--- config.mk ---
export PLATFORM = sky130hd
export DESIGN_NAME = grid_maze_dfs_path_finder
export DESIGN_NICKNAME = d
export VERILOG_FILES = /design/src/hw/rtl/gmdfs_pkg.sv /design/src/hw/rtl/gmdfs_ctrl.sv /design/src/hw/rtl/gmdfs_dp.sv /design/src/hw/rtl/grid_maze_dfs_path_finder.sv
export VERILOG_INCLUDE_DIRS = /design/src /design/src/hw/rtl
export SDC_FILE = /design/constraint.sdc
export NUM_CORES = 2
export LEC_CHECK = 0
export ABC_AREA = 1
export BUFFER_PORTS_ARGS = -buffer_cell sky130_fd_sc_hd__buf_2
export CAP_MARGIN = 20
export CORE_MARGIN = 1
export CORE_UTILIZATION = 45
export DETAILED_ROUTE_END_ITERATION = 6
export HOLD_SLACK_MARGIN = 0.1
export PLACE_DENSITY_LB_ADDON = 0.1
export SETUP_SLACK_MARGIN = 0.02
export SLEW_MARGIN = 20
export SYNTH_ARGS = -nofsm -noshare
export SYNTH_HDL_FRONTEND = slang
export SYNTH_SLANG_ARGS = --single-unit
export TNS_END_PERCENT = 5
--- constraint.sdc ---
create_clock -name clk_i -period 10.38 [get_ports clk_i]
set_clock_uncertainty 0.05 [all_clocks]
set_input_delay 2.595 -clock clk_i [delete_from_list [all_inputs] [get_ports clk_i]]
set_output_delay 2.595 -clock clk_i [all_outputs]
set_load 0.05 [all_outputs]
--- src/hw/rtl/grid_maze_dfs_path_finder_defines.svh ---
// Assertion macros used by the grid maze path finder datapath.
`ifndef GRID_MAZE_DFS_PATH_FINDER_DEFINES_SVH
`define GRID_MAZE_DFS_PATH_FINDER_DEFINES_SVH

// Same-cycle implication, clocked on clk_i and disabled during reset.
`define GMDFS_ASSERT_IMP(lbl, ante, cons) \
  lbl: assert property (@(posedge clk_i) disable iff (!rst_ni) (ante) |-> (cons)) \
    else $error("gmdfs check failed");

// Next-cycle implication, clocked on clk_i and disabled during reset.
`define GMDFS_ASSERT_NXT(lbl, ante, cons) \
  lbl: assert property (@(posedge clk_i) disable iff (!rst_ni) (ante) |=> (cons)) \
    else $error("gmdfs check failed");

`endif

--- src/hw/rtl/gmdfs_pkg.sv ---
// Types, constants and control structs of the grid maze path finder.
package gmdfs_pkg;

  localparam int unsigned SIDE_DEF = 5;
  localparam int unsigned COORD_W  = 3;
  localparam int unsigned IDX_W    = 7;
  localparam int unsigned LEN_W    = 7;

  localparam logic [LEN_W-1:0] LEN_MAX = '1;

  // Search directions, tried in this order.
  localparam logic [2:0] DIR_PX  = 3'd0;
  localparam logic [2:0] DIR_PY  = 3'd1;
  localparam logic [2:0] DIR_PZ  = 3'd2;
  localparam logic [2:0] DIR_NX  = 3'd3;
  localparam logic [2:0] DIR_NY  = 3'd4;
  localparam logic [2:0] DIR_NZ  = 3'd5;
  localparam logic [2:0] DIR_END = 3'd6;

  typedef enum logic [1:0] {
    OP_WRITE = 2'd0,
    OP_SOLVE = 2'd1,
    OP_READ  = 2'd2
  } op_e;

  typedef logic [COORD_W-1:0] coord_t;

  typedef struct packed {
    op_e              opcode;
    coord_t           cell_x;
    coord_t           cell_y;
    coord_t           cell_z;
    logic             cell_open;
    logic [IDX_W-1:0] step_index;
  } in_item_t;

  typedef struct packed {
    logic             found;
    logic [LEN_W-1:0] path_length;
    coord_t           step_x;
    coord_t           step_y;
    coord_t           step_z;
  } out_item_t;

  // One search stack entry: cell and the next direction to try.
  typedef struct packed {
    logic [2:0] dir;
    coord_t     z;
    coord_t     y;
    coord_t     x;
  } stk_ent_t;

  typedef struct packed {
    logic init_sweep;
    logic clr_sweep;
    logic cell_wr;
    logic solve_init;
    logic rd_start;
    logic emit;
    logic emit_step;
    logic probe;
    logic try_dir;
    logic save_top;
    logic visit;
    logic pop;
    logic pop_load;
    logic end_push;
  } cmd_t;

  typedef struct packed {
    logic sweep_last;
    logic dir_end;
    logic nb_inside;
    logic nb_far;
    logic cell_free;
    logic depth_zero;
    logic depth_one;
  } sts_t;

endpackage

--- src/hw/rtl/gmdfs_ctrl.sv ---
// Sequencing state machine of the grid maze path finder.
module gmdfs_ctrl import gmdfs_pkg::*; (
  input  logic clk_i,
  input  logic rst_ni,
  input  logic start_i,
  input  op_e  opcode_i,
  input  sts_t sts_i,
  output cmd_t cmd_o,
  output logic busy_o
);

  typedef enum logic [3:0] {
    S_INIT,
    S_IDLE,
    S_RD,
    S_CLR,
    S_START,
    S_CHK,
    S_TRY,
    S_POP,
    S_END,
    S_DONE
  } state_e;

  state_e state_q, state_d;

  always_comb begin
    cmd_o   = '0;
    state_d = state_q;
    case (state_q)
      S_INIT: begin
        cmd_o.init_sweep = 1'b1;
        if (sts_i.sweep_last) state_d = S_IDLE;
      end
      S_IDLE: begin
        if (start_i) begin
          case (opcode_i)
            OP_WRITE: begin
              cmd_o.cell_wr = 1'b1;
              cmd_o.emit    = 1'b1;
            end
            OP_SOLVE: begin
              cmd_o.solve_init = 1'b1;
              state_d          = S_CLR;
            end
            OP_READ: begin
              cmd_o.rd_start = 1'b1;
              state_d        = S_RD;
            end
            default: begin
              cmd_o.emit = 1'b1;
            end
          endcase
        end
      end
      S_RD: begin
        cmd_o.emit      = 1'b1;
        cmd_o.emit_step = 1'b1;
        state_d         = S_IDLE;
      end
      S_CLR: begin
        cmd_o.clr_sweep = 1'b1;
        if (sts_i.sweep_last) state_d = S_START;
      end
      S_START: begin
        cmd_o.probe = 1'b1;
        state_d     = S_CHK;
      end
      S_CHK: begin
        if (sts_i.cell_free) begin
          cmd_o.visit    = 1'b1;
          cmd_o.save_top = !sts_i.depth_zero;
          state_d        = S_TRY;
        end else if (sts_i.depth_zero) begin
          state_d = S_DONE;
        end else begin
          state_d = S_TRY;
        end
      end
      S_TRY: begin
        if (sts_i.dir_end) begin
          cmd_o.pop = 1'b1;
          state_d   = sts_i.depth_one ? S_DONE : S_POP;
        end else begin
          cmd_o.try_dir = 1'b1;
          if (sts_i.nb_far) begin
            cmd_o.save_top = 1'b1;
            state_d        = S_END;
          end else if (sts_i.nb_inside) begin
            state_d = S_CHK;
          end
        end
      end
      S_POP: begin
        cmd_o.pop_load = 1'b1;
        state_d        = S_TRY;
      end
      S_END: begin
        cmd_o.end_push = 1'b1;
        state_d        = S_DONE;
      end
      S_DONE: begin
        cmd_o.emit = 1'b1;
        state_d    = S_IDLE;
      end
      default: begin
        state_d = S_IDLE;
      end
    endcase
  end

  always_ff @(posedge clk_i or negedge rst_ni) begin
    if (!rst_ni) begin
      state_q <= S_INIT;
    end else begin
      state_q <= state_d;
    end
  end

  assign busy_o = (state_q != S_IDLE);

endmodule

--- src/hw/rtl/gmdfs_dp.sv ---
// Datapath of the grid maze path finder: maze, visited marks, stack, result.
module gmdfs_dp import gmdfs_pkg::*; #(
  parameter int unsigned SIDE = SIDE_DEF
) (
  input  logic      clk_i,
  input  logic      rst_ni,
  input  cmd_t      cmd_i,
  input  in_item_t  item_i,
  output sts_t      sts_o,
  output logic      res_strobe_o,
  output out_item_t result_o
);

  `include "grid_maze_dfs_path_finder_defines.svh"

  localparam int unsigned CELLS = SIDE * SIDE * SIDE;
  localparam int unsigned AW    = $clog2(CELLS);
  localparam int unsigned DW    = $clog2(CELLS + 1);
  localparam int unsigned CMPW  = (DW > IDX_W) ? DW : IDX_W;
  localparam coord_t LAST = coord_t'(SIDE - 1);
  localparam logic [COORD_W:0] SIDE_X = (COORD_W + 1)'(SIDE);
  localparam logic [COORD_W:0] ONE_X  = (COORD_W + 1)'(1);

  function automatic logic [AW-1:0] cell_idx(input coord_t x, input coord_t y,
                                             input coord_t z);
    logic [15:0] t;
    t = (16'(z) * 16'(SIDE) + 16'(y)) * 16'(SIDE) + 16'(x);
    return t[AW-1:0];
  endfunction

  logic     maze_mem [CELLS];
  logic     vis_mem  [CELLS];
  stk_ent_t stk_mem  [CELLS];

  logic [AW-1:0] cnt_q, cnt_d;
  logic [DW-1:0] d_q, d_d;
  logic          found_q, found_d;
  stk_ent_t      top_q, top_d;
  logic          strobe_q;

  stk_ent_t      nb_q;
  logic [AW-1:0] nb_idx_q;
  logic          hit_q;
  logic          maze_rd_q, vis_rd_q;
  stk_ent_t      stk_rd_q;
  out_item_t     res_q;

  stk_ent_t      nb_d;
  logic          nb_inside, nb_far;
  logic [AW-1:0] rd_cell, wr_idx;
  logic          wr_ok, sweep_last, room;
  logic          stk_we;
  logic [AW-1:0] stk_wa, stk_ra;
  stk_ent_t      stk_wd;

  // Neighbor of the top cell in its current direction.
  always_comb begin
    nb_d      = top_q;
    nb_d.dir  = '0;
    nb_inside = 1'b1;
    case (top_q.dir)
      DIR_PX: begin
        nb_d.x    = top_q.x + coord_t'(1);
        nb_inside = ({1'b0, top_q.x} + ONE_X) < SIDE_X;
      end
      DIR_PY: begin
        nb_d.y    = top_q.y + coord_t'(1);
        nb_inside = ({1'b0, top_q.y} + ONE_X) < SIDE_X;
      end
      DIR_PZ: begin
        nb_d.z    = top_q.z + coord_t'(1);
        nb_inside = ({1'b0, top_q.z} + ONE_X) < SIDE_X;
      end
      DIR_NX: begin
        nb_d.x    = top_q.x - coord_t'(1);
        nb_inside = (top_q.x != '0);
      end
      DIR_NY: begin
        nb_d.y    = top_q.y - coord_t'(1);
        nb_inside = (top_q.y != '0);
      end
      DIR_NZ: begin
        nb_d.z    = top_q.z - coord_t'(1);
        nb_inside = (top_q.z != '0);
      end
      default: begin
        nb_inside = 1'b0;
      end
    endcase
  end

  assign nb_far = nb_inside && (nb_d.x == LAST) && (nb_d.y == LAST) && (nb_d.z == LAST);
  assign rd_cell = cmd_i.probe ? '0 : cell_idx(nb_d.x, nb_d.y, nb_d.z);
  assign wr_idx  = cell_idx(item_i.cell_x, item_i.cell_y, item_i.cell_z);
  assign wr_ok   = ({1'b0, item_i.cell_x} < SIDE_X) && ({1'b0, item_i.cell_y} < SIDE_X) &&
                   ({1'b0, item_i.cell_z} < SIDE_X);
  assign sweep_last = (cnt_q == AW'(CELLS - 1));
  assign room       = (d_q < DW'(CELLS));

  always_ff @(posedge clk_i) begin
    if (cmd_i.init_sweep) begin
      maze_mem[cnt_q] <= 1'b1;
    end else if (cmd_i.cell_wr && wr_ok) begin
      maze_mem[wr_idx] <= item_i.cell_open;
    end
    maze_rd_q <= maze_mem[rd_cell];
  end

  always_ff @(posedge clk_i) begin
    if (cmd_i.init_sweep || cmd_i.clr_sweep) begin
      vis_mem[cnt_q] <= 1'b0;
    end else if (cmd_i.visit) begin
      vis_mem[nb_idx_q] <= 1'b1;
    end
    vis_rd_q <= vis_mem[rd_cell];
  end

  // Stack port: the top entry lives in top_q and is written back on a push.
  always_comb begin
    stk_we = 1'b0;
    stk_wa = AW'(d_q - DW'(1));
    stk_wd = top_q;
    if (cmd_i.save_top) begin
      stk_we = 1'b1;
      if (cmd_i.try_dir) stk_wd.dir = top_q.dir + 3'd1;
    end else if (cmd_i.end_push) begin
      stk_we = room;
      stk_wa = AW'(d_q);
      stk_wd = nb_q;
    end
  end

  assign stk_ra = cmd_i.pop ? AW'(d_q - DW'(2)) : AW'(item_i.step_index);

  always_ff @(posedge clk_i) begin
    if (stk_we) stk_mem[stk_wa] <= stk_wd;
    stk_rd_q <= stk_mem[stk_ra];
  end

  always_comb begin
    cnt_d   = cnt_q;
    d_d     = d_q;
    found_d = found_q;
    top_d   = top_q;
    if (cmd_i.init_sweep || cmd_i.clr_sweep) begin
      cnt_d = sweep_last ? '0 : cnt_q + AW'(1);
    end
    if (cmd_i.solve_init) begin
      cnt_d   = '0;
      d_d     = '0;
      found_d = 1'b0;
    end
    if (cmd_i.try_dir) top_d.dir = top_q.dir + 3'd1;
    if (cmd_i.visit && room) begin
      d_d   = d_q + DW'(1);
      top_d = nb_q;
    end
    if (cmd_i.pop) d_d = d_q - DW'(1);
    if (cmd_i.pop_load) top_d = stk_rd_q;
    if (cmd_i.end_push) begin
      found_d = 1'b1;
      if (room) d_d = d_q + DW'(1);
    end
  end

  always_ff @(posedge clk_i or negedge rst_ni) begin
    if (!rst_ni) begin
      cnt_q    <= '0;
      d_q      <= '0;
      found_q  <= 1'b0;
      top_q    <= '0;
      strobe_q <= 1'b0;
    end else begin
      cnt_q    <= cnt_d;
      d_q      <= d_d;
      found_q  <= found_d;
      top_q    <= top_d;
      strobe_q <= cmd_i.emit;
    end
  end

  always_ff @(posedge clk_i) begin
    if (cmd_i.probe) begin
      nb_q     <= '0;
      nb_idx_q <= '0;
    end else if (cmd_i.try_dir) begin
      nb_q     <= nb_d;
      nb_idx_q <= rd_cell;
    end
    if (cmd_i.rd_start) begin
      hit_q <= CMPW'(item_i.step_index) < CMPW'(d_q);
    end
    if (cmd_i.emit) begin
      res_q.found       <= found_q;
      res_q.path_length <= (CMPW'(d_q) > CMPW'(LEN_MAX)) ? LEN_MAX : LEN_W'(d_q);
      if (cmd_i.emit_step && hit_q) begin
        res_q.step_x <= stk_rd_q.x;
        res_q.step_y <= stk_rd_q.y;
        res_q.step_z <= stk_rd_q.z;
      end else begin
        res_q.step_x <= '0;
        res_q.step_y <= '0;
        res_q.step_z <= '0;
      end
    end
  end

  assign sts_o.sweep_last = sweep_last;
  assign sts_o.dir_end    = (top_q.dir >= DIR_END);
  assign sts_o.nb_inside  = nb_inside;
  assign sts_o.nb_far     = nb_far;
  assign sts_o.cell_free  = maze_rd_q && !vis_rd_q;
  assign sts_o.depth_zero = (d_q == '0);
  assign sts_o.depth_one  = (d_q == DW'(1));

  assign res_strobe_o = strobe_q;
  assign result_o     = res_q;

  `GMDFS_ASSERT_IMP(a_depth_bound, 1'b1, d_q <= DW'(CELLS))
  `GMDFS_ASSERT_IMP(a_dir_range, 1'b1, top_q.dir <= DIR_END)
  `GMDFS_ASSERT_IMP(a_found_has_path, found_q, d_q != '0)
  `GMDFS_ASSERT_IMP(a_pop_nonempty, cmd_i.pop, d_q != '0)
  `GMDFS_ASSERT_NXT(a_pop_shrinks, cmd_i.pop, d_q == $past(d_q) - DW'(1))

endmodule

--- src/hw/rtl/grid_maze_dfs_path_finder.sv ---
// Top level of the 3-D grid maze depth-first path finder.
//
//   channel | direction | handshake                    | payload
//   --------+-----------+------------------------------+------------------------
//   command | in        | start high while busy is low | item_i  (in_item_t)
//   result  | out       | res_strobe_o for one cycle   | result_o (out_item_t)
//
// A write beat and an unused opcode finish in S_IDLE, with the result strobed in the
// next cycle. A read beat goes through S_RD since the stack memory has a registered
// read port. A solve beat first clears the visited marks, one cell per cycle, then
// tries each direction (neighbor address in S_TRY, then the registered maze and
// visited read in S_CHK, which is skipped when the neighbor lies outside the cube)
// and passes through S_POP on each backtrack. After reset the block sweeps the whole
// maze open with busy held high. The result side cannot stall; every beat yields
// exactly one result.
module grid_maze_dfs_path_finder import gmdfs_pkg::*; #(
  parameter int unsigned SIDE = SIDE_DEF
) (
  input  logic      clk_i,
  input  logic      rst_ni,
  input  logic      start,
  output logic      busy,
  input  in_item_t  item_i,
  output logic      res_strobe_o,
  output out_item_t result_o
);

  // The controller only sees status flags; all storage sits in the datapath.
  cmd_t cmd;
  sts_t sts;

  gmdfs_ctrl u_ctrl (
    .clk_i    (clk_i),
    .rst_ni   (rst_ni),
    .start_i  (start),
    .opcode_i (item_i.opcode),
    .sts_i    (sts),
    .cmd_o    (cmd),
    .busy_o   (busy)
  );

  // The datapath keeps the maze, the visited marks, the search stack with its top
  // entry in registers, and the output register that drives the result beat.
  gmdfs_dp #(
    .SIDE (SIDE)
  ) u_dp (
    .clk_i        (clk_i),
    .rst_ni       (rst_ni),
    .cmd_i        (cmd),
    .item_i       (item_i),
    .sts_o        (sts),
    .res_strobe_o (res_strobe_o),
    .result_o     (result_o)
  );

endmodule

Yosys cells after proc, flatten, opt, wreduce, memory -nomap -nowiden --
Memories as Yosys holds them, arrays and structs flattened. A register that Yosys moved wholly into a read port is not among the register bits. Index checks and enable logic that the tools add are counted.
Cells by class: $add $sub $neg 18, reductions and logical operators 27, $lt $le $gt $ge 10, $mul 4, mux-type cells 76, eq/ne operators 27
Operator list (number):
- two-way mux 7 bit | 14
- two-way mux 4 bit | 10
- two-way mux 12 bit | 3
- two-way mux 1 bit | 35
- multiplier 16 x 3 -> 7 bit (second input constant) | 2
- one-hot mux 4 bit (8 select lines) | 1
- one-hot mux 3 bit (2 select lines) | 3
- == test 4 x 3 -> 1 bit (second input constant) | 4
- == test 3 bit (second input constant) | 5
- adder 6 x 3 -> 7 bit | 2
- adder 7 x 1 -> 7 bit (second input constant) | 2
- adder 7 x 3 -> 7 bit | 2
- adder 3 x 1 -> 3 bit (second input constant) | 4
- adder 3 x 1 -> 4 bit (second input constant) | 3
- < comparator 4 x 3 -> 1 bit (second input constant) | 3
- multiplier 3 x 3 -> 6 bit (second input constant) | 2
- logical AND 1 bit | 9
- < comparator 3 bit (second input constant) | 3
- two-way mux 3 bit | 3
- two-way mux 9 bit | 1
- nonzero test 3 bit | 3
- subtractor 3 x 1 -> 3 bit (second input constant) | 3
- == test 4 x 2 -> 1 bit (second input constant) | 2
- == test 4 bit (second input constant) | 2
- other kinds (32) | 41
Word-level totals: memory bits (writable) 1750, output and inout port bits 19, register bits after elaboration 66, memories kept 3
Memories:
- u_dp.stk_mem | depth 125, width 12, read ports 1, clocked after Yosys merged registers in 1, wr ports 1, line gmdfs_dp.sv:33 | stk_ent_t stk_mem [CELLS];
- u_dp.maze_mem | depth 125, width 1, read ports 1, clocked after Yosys merged registers in 1, wr ports 1, line gmdfs_dp.sv:31 | logic maze_mem [CELLS];
- u_dp.vis_mem | depth 125, width 1, read ports 1, clocked after Yosys merged registers in 1, wr ports 1, line gmdfs_dp.sv:32 | logic vis_mem [CELLS];

Depth between registers and ports, before layout --
depth after elaboration 12, gate-level depth with buffers 34

Cells and area by module --
Synthesis repeated with hierarchy kept, for this count alone.
Unflattened totals: cell total of the unflattened synthesis 8413, area, all modules 83981.8 µm²
By module, submodules not included:
- gmdfs_dp | area each 83468.8 µm², times used 1, sequential area each 54392.2 µm², cells an instance 8321
- gmdfs_ctrl | area each 513.0 µm², times used 1, sequential area each 100.1 µm², cells an instance 92

Worst setup path before layout --
Ideal clock, no wire load.
path kind flip-flop to flip-flop, start register u_ctrl.state_q[1], end memory u_dp.stk_mem[0][8] (netlist name), data pin, arrival time 6.054 ns, buffers on the path 2, setup slack 3.101 ns, setup time 1.174 ns, data required time 9.156 ns, cell stages (with the launch flop) 6, cell sequence dfrtp_1 nor2_1 nand2_1 clkbuf_1 clkbuf_1 o21ai_0
RTL lines:
- start, declared | line gmdfs_ctrl.sv:25 | state_e state_q, state_d;
- start signal, assigned | line gmdfs_ctrl.sv:116 | state_q <= state_d;
- end, declared | line gmdfs_dp.sv:33

==> summary.md <==
Setup repair after global routing left no endpoint under its margin. Counting both buffers and inverters, the worst setup path holds a total of 6. For the vias after detailed routing, the log shows 56,690.

The logs give 8,374 for the final net count and 157 for the row count. The total negative setup slack was 0 ps; the antenna diode instance count was 0. The first global-routing pass estimated 345,400 um of wire. Summing all placed instances gives a cell area of 0.08597 mm^2.

For this run, the top clock speed supported by timing is 160.1 MHz. For this block, the initial DRC count from the detailed router was 5,621. Initial antenna violation count: 2. For the pin with the worst max-slew slack, the measured transition is 1325 ps.

Once layout is complete, the cells apart from fillers number 10,900. The startpoint of the most critical register-to-register path was u_dp.top_q[10]$_DFF_PN0_. Counting stages on the worst path, the most repeated cell is ha_1.

The cell family with the largest share of critical-path delay is adder cells. For this run, the detailed router's first-pass iteration total came to 6. The tools report the number of global-route vias before repair as 53,270. The worst-case reg-to-reg path depth was 28. The H-tree was split into 4 levels. The area of the die was 0.1860 mm^2; the top-area cell type share of the netlist area was 64.02%. In this run the post-CTS setup repair buffer count came out at 0. In this run the cell area of the synthesized design comes to 0.08292 mm^2.

The most area-hungry cell type in the Yosys netlist is edfxtp_1. For this design, the slowest cell found on the critical path is clkinv_1. In the layout the commonest cells are nand2_1, edfxtp_1, nand3_1.

Of all flip-flops after synthesis, the portion carrying an async set or reset was 1.749%. The worst setup path is launched from a flip-flop. Leaving out fill and tap cells, the most frequent cell in the layout is nand2_1. Hold is met by 412.4 ps.

The sequential fraction of the synthesis area is 65.71%. The logs give 160 for the pin count of the biggest net entering global routing and 194 for the number of buffers created by CTS. Clock transition time at the flip-flop clock pins of the worst setup and hold paths: 60 ps.

TritonCTS built the clock tree. The height of the die was 431.3 um. The count of unresolved DRC violations after routing is 0, and the final number of max-transition violations is 0. Dividing the detail-routed wire length by the instance count gives 21.26 um.

The time the final worst path needs with I/O delays and setup works out to 6247 ps. The run finished with clean final reports. The routability congestion estimate is 0.8474, and the number of buffers on the longest clock path is 3. Each instance of the synthesized netlist takes up on average 9.990 um^2. The path category of the worst min-delay check was reg2reg. The critical setup path kind is reg2reg. Residual antenna-violating net count after detailed routing: 0. The via-per-instance ratio was 5.201; the total of warnings raised by yosys was 0. The core region is 0.1831 mm^2. The proportion of layout cells with a drive suffix above 1 was 6.922%; the number of cells produced by synthesis was 8,301.

The most critical setup path has its startpoint at u_dp.top_q[10]$_DFF_PN0_. After clock tree synthesis, the repair step resized 0 gates. The combined global-route utilization of all metal layers is 24.80%.

The overall routed net length is 231,700 um. The startpoint identified for the worst hold timing path is u_dp.stk_rd_q[11]$_DFF_P_. Max-cap violations in this run came to 0. The initial utilization of the core area, before any placement, comes to 45.29%. Relative to the synthesized area, the layout overhead comes to 11.02%.

The critical path data arrival time was 6940 ps. The root buffer cell is clkbuf_16. Detailed placement ended at an HPWL of 129,000 um. The count of cell types in the netlist came out at 46.

The count of cell instances traversed by the critical path was 28; the number of storage elements in the synthesis netlist was 1,830. Port buffering added 40 buffers. The count of hold-fix buffers inserted at cts is 0. The number of nets in the synthesized netlist is 8,401. Once layout is done, the placed cells without fillers occupy 0.09206 mm^2.

The cell total after placement was 10,540; the total overflow reported by the global router was 0. The clock net in this run drives a total of 1,830 sinks. The worst hold path passes through 2 cells. The tools report the total setup violations reported at the end of the flow as 0. For the worst setup path, the data required time is 11,070 ps. By area the synthesized netlist is led by edfxtp_1, nand3_1, nand2_1.

For the final hold violation count, the log shows 0. On the worst path, the slowest cell contributes a delay of 750 ps. The synthesized design contains 1,768 enable-type register cells. Measured against its own limit, the worst slew margin works out to 10.70%. The dominant synthesized flop cell was edfxtp_1.

For the worst-skew pair, the clock arrives at the later sink with an insertion delay of 860 ps. The worst setup path is captured at a flip-flop. The ratio of final minimum period to clock period was 60.18%.

Of all nets on the critical path, the largest fanout is 19. The die is 431.3 um wide. The number of ports placed on the die boundary was 41.
-- layout make-up --
cell class,count,area [um^2]
flip-flops and latches,1830,54490
inverters,1503,5649
multi-input cells,4550,21190
clock buffers,244,5085
repair buffers,195,1570
clock inverters,115,991.0
well taps,2464,3083
fillers,16600,91020
-- layer usage --
metal	wire (um)	part of all wire, %	GRT usage (%)
met1	103000	44	35.17
met3	14280	6.2	3.089
met5	0	0	0
met2	108400	47	40.00
met4	5986	2.6	7.331
-- synthesized netlist by cell type, types with 5 or more instances --
| cell | n |
|---|---|
| nand2_1 | 1925 |
| inv_1 | 1488 |
| nand3_1 | 1541 |
| buf_4 | 14 |
| o221ai_1 | 22 |
| nor2_2 | 16 |
| inv_2 | 13 |
| a21oi_1 | 35 |
| clkbuf_1 | 125 |
| buf_1 | 53 |
| edfxtp_1 | 1768 |
| dfrtp_1 | 32 |
| dfxtp_1 | 30 |
| nand3_2 | 7 |
| o22ai_1 | 9 |
| or2_2 | 21 |
| o211ai_1 | 49 |
| o21ai_1 | 12 |
| buf_2 | 221 |
| nand2_2 | 8 |
| nand4_1 | 14 |
| o21ai_0 | 161 |
| nor2_1 | 564 |
| xnor2_1 | 12 |
| buf_6 | 5 |
| xor2_1 | 22 |
| nor3_1 | 22 |
| ha_1 | 72 |
| fa_1 | 6 |
-- per-stage QoR --
step / setup slack [ps] / utilization [%]
final: 4133 / 50.28
after global routing: 3592 / 50.28
after CTS: 4103 / 50.28
after detailed placement: 3316 / 46.96
after global placement: 3309 / 46.90
after floorplan: 3101 / -
-- path summary, 6_finish.rpt --
path | endpoint | slack, ps
worst max-delay path | u_dp.vis_rd_q$_DFF_P_ | 4130
worst min-delay path | u_dp.top_q[11]$_DFF_PN0_ | 410
worst max register to register | u_dp.vis_rd_q$_DFF_P_ | 4130
worst min register to register | u_dp.top_q[11]$_DFF_PN0_ | 410
max in group asynchronous | u_dp.top_q[5]$_DFFE_PN0P_ | 7910
min in group asynchronous | u_dp.res_strobe_o$_DFF_PN0_ | 1800
-- worst register-to-register path, delay by kind of cell (launching register included) --
family                     cells  cell delay, ps
adders and majority gates      7            1960
xor gates and xnor gates       4             860
buffers and inverters          6            1350
AOI/OAI and AO/OA              2             540
DFF                            1             410
and+or+nand+nor                9             960
-- registers in the layout, indices dropped and copies added, names as in the netlist --
| name | cells |
|---|---|
| u_dp.nb_q | 9 |
| u_dp.hit_q | 1 |
| u_dp.vis_mem | 125 |
| u_dp.found_q | 1 |
| u_dp.top_q | 12 |
| u_ctrl.state_q | 4 |
| u_dp.cnt_q | 7 |
| u_dp.d_q | 7 |
| u_dp.res_strobe_o | 1 |
| u_dp.result_o | 17 |
| u_dp.maze_mem | 125 |
| u_dp.vis_rd_q | 1 |
| u_dp.maze_rd_q | 1 |
| u_dp.nb_idx_q | 7 |
| u_dp.stk_mem | 1500 |
| u_dp.stk_rd_q | 12 |
-- cells by family (layout without fill, tap and decap cells) --
group / Yosys count / after routing / synth area share [%]
AO/OA/AOI/OAI: 306 / 306 / 2.164
flip-flops: 1830 / 1830 / 65.71
AND/OR/NAND/NOR: 4131 / 4131 / 21.37
XOR/XNOR: 35 / 35 / 0.3787
buffers and inverters: 1921 / 2057 / 9.138
adder cells (fa/ha/maj): 78 / 78 / 1.231
Power is left out: the tool's default activity adds up to more than one toggle a clock period on the data nets, which glitch-free logic cannot reach.
